<file path="src/design/sus_pkg.sv">
// Package: shared types and constants of the sorted unique set unit.
package sus_pkg;

    localparam int MAX_RESULTS = 32;

    typedef enum logic [1:0] {
        FUNC_INSERT  = 2'd0,
        FUNC_REMOVE  = 2'd1,
        FUNC_LOOKUP  = 2'd2,
        FUNC_READOUT = 2'd3
    } func_t;

    typedef enum logic [2:0] {
        STS_INSERTED  = 3'd0,
        STS_DUPLICATE = 3'd1,
        STS_REMOVED   = 3'd2,
        STS_NOT_FOUND = 3'd3,
        STS_FOUND     = 3'd4,
        STS_EMPTY     = 3'd5,
        STS_FULL      = 3'd6,
        STS_ENTRY     = 3'd7
    } status_t;

    typedef enum logic [1:0] {
        IDX_HOLD  = 2'd0,
        IDX_INC   = 2'd1,
        IDX_DEC   = 2'd2,
        IDX_COUNT = 2'd3
    } idx_op_t;

    typedef enum logic [1:0] {
        RD_IDX  = 2'd0,
        RD_DOWN = 2'd1,
        RD_UP   = 2'd2
    } rd_sel_t;

    typedef enum logic [1:0] {
        CNT_HOLD = 2'd0,
        CNT_INC  = 2'd1,
        CNT_DEC  = 2'd2
    } cnt_op_t;

    typedef enum logic [1:0] {
        VAL_KEY   = 2'd0,
        VAL_ZERO  = 2'd1,
        VAL_RDATA = 2'd2
    } val_sel_t;

    typedef struct packed {
        logic [1:0]         func;
        logic signed [31:0] key_value;
    } req_word_t;

    typedef struct packed {
        logic [2:0]         status;
        logic signed [31:0] item_value;
        logic               last_of_run;
        logic [5:0]         entry_count;
    } rsp_word_t;

    typedef struct packed {
        logic     load_req;
        idx_op_t  idx_op;
        logic     pos_load;
        logic     hit_load;
        logic     mem_rd;
        rd_sel_t  rd_sel;
        logic     mem_wr;
        logic     wr_key;
        cnt_op_t  cnt_op;
        logic     out_load;
        status_t  out_status;
        val_sel_t out_val;
        logic     out_last;
    } sus_cmd_t;

    typedef struct packed {
        logic [1:0] func;
        logic       out_free;
        logic       idx_at_count;
        logic       idx_at_pos;
        logic       idx_last;
        logic       ro_last;
        logic       less;
        logic       equal;
        logic       hit;
        logic       count_zero;
        logic       count_full;
    } sus_sts_t;

endpackage

</file>
<file path="src/design/sorted_unique_set_unit.sv">
// Top level: sorted unique set unit, controller plus datapath.
//
//  channel | direction | handshake          | word
//  s_      | in        | s_valid / s_ready  | req_word_t  (func, key_value)
//  m_      | out       | m_valid / m_ready  | rsp_word_t  (status, item_value,
//          |           |                    |              last_of_run, entry_count)
//
// One request at a time. The scan reads the store one entry after another
// (registered read, then compare) and stops at the insert or remove point;
// insert and remove then shift only the entries past it, each entry moved by
// a read and then a write. Readout reads each entry, then emits it as a word.
// Reset (aresetn low, synchronous) empties the set. A stalled m_ready holds
// the controller at its next result; the result register lets a new request
// be accepted while a word waits.
module sorted_unique_set_unit #(
    parameter int CAPACITY = 32
) (
    input  logic               aclk,
    input  logic               aresetn,
    input  logic               s_valid,
    output logic               s_ready,
    input  sus_pkg::req_word_t s_word,
    output logic               m_valid,
    input  logic               m_ready,
    output sus_pkg::rsp_word_t m_word
);
    import sus_pkg::*;

    sus_cmd_t cmd;
    sus_sts_t sts;

    sus_controller u_ctrl (
        .aclk    (aclk),
        .aresetn (aresetn),
        .s_valid (s_valid),
        .s_func  (s_word.func),
        .s_ready (s_ready),
        .sts     (sts),
        .cmd     (cmd)
    );

    sus_datapath #(
        .CAPACITY (CAPACITY)
    ) u_dp (
        .aclk    (aclk),
        .aresetn (aresetn),
        .s_word  (s_word),
        .cmd     (cmd),
        .sts     (sts),
        .m_valid (m_valid),
        .m_ready (m_ready),
        .m_word  (m_word)
    );

endmodule

</file>
<file path="src/design/sus_datapath.sv">
// Datapath: entry store, index and count registers, compare and result register.
module sus_datapath #(
    parameter int CAPACITY = 32
) (
    input  logic              aclk,
    input  logic              aresetn,
    input  sus_pkg::req_word_t s_word,
    input  sus_pkg::sus_cmd_t  cmd,
    output sus_pkg::sus_sts_t  sts,
    output logic              m_valid,
    input  logic              m_ready,
    output sus_pkg::rsp_word_t m_word
);
    import sus_pkg::*;

    localparam int CNT_W  = $clog2(CAPACITY + 1);
    localparam int ADDR_W = (CAPACITY > 1) ? $clog2(CAPACITY) : 1;

    logic signed [31:0] mem [CAPACITY];

    logic [1:0]         func_reg;
    logic signed [31:0] key_reg;
    logic [CNT_W-1:0]   idx_reg, idx_next;
    logic [CNT_W-1:0]   pos_reg;
    logic [CNT_W-1:0]   cnt_reg, cnt_next;
    logic               hit_reg;
    logic signed [31:0] rdata_reg;
    logic               m_valid_reg;
    rsp_word_t          m_word_reg;

    logic [CNT_W-1:0]   idx_up, idx_dn, rd_idx;
    logic signed [31:0] out_val;

    assign idx_up = idx_reg + CNT_W'(1);
    assign idx_dn = idx_reg - CNT_W'(1);

    always_comb begin
        case (cmd.rd_sel)
            RD_DOWN: rd_idx = idx_dn;
            RD_UP:   rd_idx = idx_up;
            default: rd_idx = idx_reg;
        endcase
    end

    always_comb begin
        case (cmd.cnt_op)
            CNT_INC: cnt_next = cnt_reg + CNT_W'(1);
            CNT_DEC: cnt_next = cnt_reg - CNT_W'(1);
            default: cnt_next = cnt_reg;
        endcase
    end

    always_comb begin
        if (cmd.load_req) begin
            idx_next = '0;
        end else begin
            case (cmd.idx_op)
                IDX_INC:   idx_next = idx_up;
                IDX_DEC:   idx_next = idx_dn;
                IDX_COUNT: idx_next = cnt_reg;
                default:   idx_next = idx_reg;
            endcase
        end
    end

    always_comb begin
        case (cmd.out_val)
            VAL_ZERO:  out_val = '0;
            VAL_RDATA: out_val = rdata_reg;
            default:   out_val = key_reg;
        endcase
    end

    // entry store, registered read
    always_ff @(posedge aclk) begin
        if (cmd.mem_wr) begin
            mem[idx_reg[ADDR_W-1:0]] <= cmd.wr_key ? key_reg : rdata_reg;
        end
        if (cmd.mem_rd) begin
            rdata_reg <= mem[rd_idx[ADDR_W-1:0]];
        end
    end

    always_ff @(posedge aclk) begin
        if (cmd.load_req) begin
            func_reg <= s_word.func;
            key_reg  <= s_word.key_value;
        end
        if (cmd.pos_load) begin
            pos_reg <= idx_reg;
        end
        if (cmd.out_load) begin
            m_word_reg.status      <= cmd.out_status;
            m_word_reg.item_value  <= out_val;
            m_word_reg.last_of_run <= cmd.out_last;
            m_word_reg.entry_count <= 6'(cnt_next);
        end
    end

    always_ff @(posedge aclk) begin
        if (!aresetn) begin
            idx_reg     <= '0;
            cnt_reg     <= '0;
            hit_reg     <= 1'b0;
            m_valid_reg <= 1'b0;
        end else begin
            idx_reg <= idx_next;
            cnt_reg <= cnt_next;
            if (cmd.load_req) begin
                hit_reg <= 1'b0;
            end else if (cmd.hit_load) begin
                hit_reg <= (rdata_reg == key_reg);
            end
            if (cmd.out_load) begin
                m_valid_reg <= 1'b1;
            end else if (m_ready) begin
                m_valid_reg <= 1'b0;
            end
        end
    end

    assign sts.func         = func_reg;
    assign sts.out_free     = !m_valid_reg || m_ready;
    assign sts.idx_at_count = (idx_reg == cnt_reg);
    assign sts.idx_at_pos   = (idx_reg == pos_reg);
    assign sts.idx_last     = (idx_up == cnt_reg);
    assign sts.ro_last      = (idx_up == cnt_reg) || (7'(idx_reg) == 7'(MAX_RESULTS - 1));
    assign sts.less         = (rdata_reg < key_reg);
    assign sts.equal        = (rdata_reg == key_reg);
    assign sts.hit          = hit_reg;
    assign sts.count_zero   = (cnt_reg == '0);
    assign sts.count_full   = (cnt_reg >= CNT_W'(CAPACITY));

    assign m_valid = m_valid_reg;
    assign m_word  = m_word_reg;

endmodule

</file>
<file path="src/design/sus_controller.sv">
// Controller: state machine sequencing scan, shift and readout over the datapath.
module sus_controller (
    input  logic             aclk,
    input  logic             aresetn,
    input  logic             s_valid,
    input  logic [1:0]       s_func,
    output logic             s_ready,
    input  sus_pkg::sus_sts_t sts,
    output sus_pkg::sus_cmd_t cmd
);
    import sus_pkg::*;

    typedef enum logic [9:0] {
        ST_IDLE     = 10'b0000000001,
        ST_SCAN_RD  = 10'b0000000010,
        ST_SCAN_CMP = 10'b0000000100,
        ST_DECIDE   = 10'b0000001000,
        ST_UP_RD    = 10'b0000010000,
        ST_UP_WR    = 10'b0000100000,
        ST_DN_RD    = 10'b0001000000,
        ST_DN_WR    = 10'b0010000000,
        ST_RO_RD    = 10'b0100000000,
        ST_RO_EMIT  = 10'b1000000000
    } state_t;

    state_t state_reg, state_next;

    assign s_ready = (state_reg == ST_IDLE);

    always_comb begin
        state_next     = state_reg;
        cmd            = '0;
        cmd.idx_op     = IDX_HOLD;
        cmd.rd_sel     = RD_IDX;
        cmd.cnt_op     = CNT_HOLD;
        cmd.out_status = STS_INSERTED;
        cmd.out_val    = VAL_KEY;
        cmd.out_last   = 1'b1;
        case (state_reg)
            ST_IDLE: begin
                if (s_valid) begin
                    cmd.load_req = 1'b1;
                    state_next   = (s_func == FUNC_READOUT) ? ST_RO_RD : ST_SCAN_RD;
                end
            end
            ST_SCAN_RD: begin
                if (sts.idx_at_count) begin
                    state_next = ST_DECIDE;
                end else begin
                    cmd.mem_rd = 1'b1;
                    state_next = ST_SCAN_CMP;
                end
            end
            ST_SCAN_CMP: begin
                if (sts.less) begin
                    cmd.idx_op = IDX_INC;
                    state_next = ST_SCAN_RD;
                end else begin
                    cmd.hit_load = 1'b1;
                    state_next   = ST_DECIDE;
                end
            end
            ST_DECIDE: begin
                if (sts.func == FUNC_INSERT) begin
                    if (sts.hit || sts.count_full) begin
                        cmd.out_status = sts.hit ? STS_DUPLICATE : STS_FULL;
                        if (sts.out_free) begin
                            cmd.out_load = 1'b1;
                            state_next   = ST_IDLE;
                        end
                    end else begin
                        cmd.pos_load = 1'b1;
                        cmd.idx_op   = IDX_COUNT;
                        state_next   = ST_UP_RD;
                    end
                end else if (sts.func == FUNC_REMOVE && sts.hit) begin
                    state_next = ST_DN_RD;
                end else begin
                    if (sts.func == FUNC_REMOVE) begin
                        cmd.out_status = sts.count_zero ? STS_EMPTY : STS_NOT_FOUND;
                    end else begin
                        cmd.out_status = sts.hit ? STS_FOUND : STS_NOT_FOUND;
                    end
                    if (sts.out_free) begin
                        cmd.out_load = 1'b1;
                        state_next   = ST_IDLE;
                    end
                end
            end
            ST_UP_RD: begin
                if (sts.idx_at_pos) begin
                    if (sts.out_free) begin
                        cmd.mem_wr     = 1'b1;
                        cmd.wr_key     = 1'b1;
                        cmd.cnt_op     = CNT_INC;
                        cmd.out_load   = 1'b1;
                        cmd.out_status = STS_INSERTED;
                        state_next     = ST_IDLE;
                    end
                end else begin
                    cmd.mem_rd = 1'b1;
                    cmd.rd_sel = RD_DOWN;
                    state_next = ST_UP_WR;
                end
            end
            ST_UP_WR: begin
                cmd.mem_wr = 1'b1;
                cmd.idx_op = IDX_DEC;
                state_next = ST_UP_RD;
            end
            ST_DN_RD: begin
                if (sts.idx_last) begin
                    if (sts.out_free) begin
                        cmd.cnt_op     = CNT_DEC;
                        cmd.out_load   = 1'b1;
                        cmd.out_status = STS_REMOVED;
                        state_next     = ST_IDLE;
                    end
                end else begin
                    cmd.mem_rd = 1'b1;
                    cmd.rd_sel = RD_UP;
                    state_next = ST_DN_WR;
                end
            end
            ST_DN_WR: begin
                cmd.mem_wr = 1'b1;
                cmd.idx_op = IDX_INC;
                state_next = ST_DN_RD;
            end
            ST_RO_RD: begin
                if (sts.count_zero) begin
                    cmd.out_status = STS_EMPTY;
                    cmd.out_val    = VAL_ZERO;
                    if (sts.out_free) begin
                        cmd.out_load = 1'b1;
                        state_next   = ST_IDLE;
                    end
                end else begin
                    cmd.mem_rd = 1'b1;
                    state_next = ST_RO_EMIT;
                end
            end
            ST_RO_EMIT: begin
                cmd.out_status = STS_ENTRY;
                cmd.out_val    = VAL_RDATA;
                cmd.out_last   = sts.ro_last;
                if (sts.out_free) begin
                    cmd.out_load = 1'b1;
                    if (sts.ro_last) begin
                        state_next = ST_IDLE;
                    end else begin
                        cmd.idx_op = IDX_INC;
                        state_next = ST_RO_RD;
                    end
                end
            end
            default: begin
                state_next = ST_IDLE;
            end
        endcase
    end

    always_ff @(posedge aclk) begin
        if (!aresetn) begin
            state_reg <= ST_IDLE;
        end else begin
            state_reg <= state_next;
        end
    end

`ifndef SYNTHESIS
    a_rd_wr_excl: assert property (@(posedge aclk) disable iff (!aresetn)
        !(cmd.mem_rd && cmd.mem_wr))
        else $error("store read and write in the same cycle");

    a_out_free: assert property (@(posedge aclk) disable iff (!aresetn)
        cmd.out_load |-> sts.out_free)
        else $error("result register overwritten");

    a_no_overfill: assert property (@(posedge aclk) disable iff (!aresetn)
        (cmd.cnt_op == CNT_INC) |-> !sts.count_full)
        else $error("count incremented when full");

    a_accept_busy: assert property (@(posedge aclk) disable iff (!aresetn)
        (s_valid && s_ready) |=> !s_ready)
        else $error("controller idle after accepting a request");
`endif

endmodule

</file>
<file path="config.mk">
export PLATFORM = sky130hd
export DESIGN_NAME = sorted_unique_set_unit
export DESIGN_NICKNAME = d
export VERILOG_FILES = /design/src/design/sus_pkg.sv /design/src/design/sorted_unique_set_unit.sv /design/src/design/sus_datapath.sv /design/src/design/sus_controller.sv
export SDC_FILE = /design/constraint.sdc
export NUM_CORES = 2
export LEC_CHECK = 0
export ABC_AREA = 1
export BUFFER_PORTS_ARGS = -buffer_cell sky130_fd_sc_hd__buf_2
export CORE_MARGIN = 3
export CORE_UTILIZATION = 65
export CTS_CLUSTER_DIAMETER = 60
export DETAILED_ROUTE_END_ITERATION = 10
export MAX_ROUTING_LAYER = met4
export PLACE_DENSITY = 0.81
export SETUP_SLACK_MARGIN = 0.2
export SLEW_MARGIN = 25
export SYNTH_ARGS = -nofsm -noshare
export SYNTH_HDL_FRONTEND = slang
export SYNTH_SLANG_ARGS = --single-unit
</file>
<file path="constraint.sdc">
create_clock -name aclk -period 10.2 [get_ports aclk]
set_input_delay 0 -clock aclk [delete_from_list [all_inputs] [get_ports aclk]]
set_output_delay 0 -clock aclk [all_outputs]
set_load 0.05 [all_outputs]
</file>
==> flow_summary.ini <==
[synth]
synth_nets = 3774
avgSynthCellArea_um2 = 13.2
synthArstFlopShare_pct = 0
synth-seq-cells = 1162
synth_warnings = 0
ys.flop_type = edfxtp_1
synthTopCellsByArea = edfxtp_1, o211ai_1, o21ai_0
synthesis.area_mm2 = 0.0486
yosysUniqueCellTypes = 47
synthCells = 3694
synth-edff-count = 1138
yosys.area.top_type_share_pct = 70.2
seq_area_frac_synth_pct = 71.2
synth_area_leader_cell = edfxtp_1

[sta]
setup_viol = 0
slew_viol_final = 0
fmax_mhz = 171
rsz0062_at_grt = no
hold_ws_ps = 17.9
tightest_slew_ps = 1160
final.setup.tns_ps = 0
timing.slew.headroom_pct = 20.5
fin_crit_ps = 5840
skew_ps = 32.4
post-route-period-util_pct = 57.3
hold_viol = 0

[clocking]
cts_buffer_depth = 3
cts.repair.resized = 0
cts_made_buffers = 111
worstSkewPairLatency_ps = 700
htree_levels = 3
clkTransAtPathRegs_ps = 60
root_buffer = clkbuf_16
clock_sinks = 1162
cts_tree = built

[detailed_routing]
drt-initial-drc-count = 4430
dr_wl_met2_mm = 63.2
wl_met1_mm = 48.4
drc = 0
routedWlPerCell_um = 28.2
wl_mm = 135
avgViaCountPerCell = 6.78
topRoutingLayerUsed = met4
drt_pass1_iterations = 7
ant_nets = 0
route.met3.wl_mm = 17.4
num_vias = 32520

[critical_path]
path_class = reg2reg
cp.required_ps = 10630
arrival_ps = 6280
cp-end-kind = flip-flop
crit_fanout = 45
critPathLaunchType = flip-flop

[die]
num_io_pins = 82
fp-row-count = 99
fp.dieW_um = 280
coreArea_mm2 = 0.0736
start_util_pct = 66.1
die_h_um = 280
die_area_mm2 = 0.0782

[layout]
postLayoutCellArea_mm2 = 0.0542
synthToLayoutAreaGrowth_pct = 11.5
largest_reg_flops = 1024
final_net_count = 3824
drive_above_1_share_pct = 16.8

[placement]
place_hpwl_mm = 71.0
gp_congestion = 0.947
dpl_cell_area_mm2 = 0.0500
io_buffers = 81

[global_route]
gr-total-overflow = 0
grt_usage_pct = 35.2
antenna_found_initial = 3
grt_pass1_wl_mm = 196
grt_pass1_vias = 30917
grt_max_degree = 264

[pwr]
peakVddDrop_mv = 0.159
power_leakage_nw = 18.2
power_density_mw_per_mm2 = 177

[status]
status = finished, final reports clean

[run]
drv_cap = 0

[min_path]
hp-class = in2reg
## per-stage QoR
stage / power (mW) / instances / utilization [%] / worst slack [ps]
6_report: 9.62 / 4800 / 73.7 / 4360
5_1_grt: 9.83 / 4798 / 73.7 / 4090
4_1_cts: 9.59 / 4793 / 73.4 / 4530
3_5_place_dp: 5.59 / 4550 / 68.0 / 4540
3_3_place_gp: 5.58 / 4550 / 68.0 / 4680
2_1_floorplan: 5.47 / 3694 / - / 6760
## metal layers
metal | track usage [%] | vias up
met2 | 53.9 | 2349
met4 | 15.1 | 0
li1 | - | 13878
met3 | 7.59 | 440
met5 | - | -
met1 | 46.4 | 15853
## power breakdown
| part | leakage (nW) | internal (mW) | switching (mW) |
|---|---|---|---|
| Sequential | 10.4 | 5.21 | 0.0162 |
| Clock | 1.74 | 2.33 | 1.76 |
| Combinational | 6.00 | 0.0808 | 0.220 |
## worst max-delay path, stage by stage (launching register included)
cell	delay, ps
dfxtp_1	650
inv_1	170
ha_1	360
inv_1	100
nand2_1	50
nand2_1	80
nor2_1	40
nand2_1	50
nor2_1	40
nand3_1	170
inv_1	90
nor2_1	180
inv_1	110
ha_1	310
inv_2	260
o221ai_1	240
o21ai_4	100
buf_4	520
buf_4	700
buf_4	660
o211ai_1	220
nand3_1	130
nand2_1	80
nand2_1	90
nand2_1	80
## area by class of cell
type,instances,area (µm²)
sequential,1162,34700
clock buffer,135,2910
multi-input combinational,2167,13000
timing repair buffer,178,1310
clock inverter,69,682
tap,959,1200
fill,4354,19300
antenna,6,15.0
inverter,124,490
## worst paths after layout
path	from	end	slack (ps)	cells after the start
worst max-delay path	u_dp.idx_reg[1]	u_dp.rdata_reg[9]	4360	24
worst min-delay path	s_word[30]	u_dp.key_reg[30]	20	2
worst max register to register	u_dp.idx_reg[1]	u_dp.rdata_reg[9]	4360	24
worst min register to register	u_dp.hit_reg	u_dp.hit_reg	520	2
## cell usage in the layout (no fill, tap or decap), drive strengths merged, types with 4 or more instances in the layout
cell,instances
a21oi,27
buf,139
bufinv,12
clkbuf,135
clkinv,52
clkinvlp,4
dfxtp,24
diode,6
dlygate4sd3,39
edfxtp,1138
ha,42
inv,125
nand2,350
nand3,195
nand4,19
nor2,369
nor3,10
o211ai,516
o21ai,340
o22ai,5
or2,258
xnor2,7
xor2,8
## Yosys cell counts (4+ instances only)
| cell type | n |
|---|---|
| a21oi_1 | 27 |
| buf_1 | 6 |
| buf_2 | 137 |
| buf_4 | 4 |
| buf_6 | 7 |
| clkbuf_1 | 76 |
| clkbuf_2 | 11 |
| dfxtp_1 | 24 |
| edfxtp_1 | 1138 |
| ha_1 | 42 |
| inv_1 | 113 |
| inv_2 | 9 |
| nand2_1 | 349 |
| nand3_1 | 194 |
| nand4_1 | 19 |
| nor2_1 | 368 |
| nor3_1 | 9 |
| o211ai_1 | 456 |
| o211ai_2 | 60 |
| o21ai_0 | 299 |
| o21ai_1 | 39 |
| o22ai_1 | 5 |
| or2_1 | 52 |
| or2_2 | 205 |
| xnor2_1 | 7 |
| xor2_1 | 8 |
## kinds of logic after synthesis
| logic type | share of synthesized area [%] |
|---|---|
| buffers and inverters | 3.34 |
| DFF | 71.2 |
| xor gates and xnor gates | 0.270 |
| and+or+nand+nor | 11.4 |
| AOI/OAI and AO/OA | 12.7 |
| adders and majority gates | 1.08 |
## what timing repair did
action	CTS	global route
setup buffers	0	0
endpoints found under the hold margin	87	0
endpoints found under the setup margin	0	0
hold buffers	39	0
Note: power is estimated with default switching activity, not from simulation.
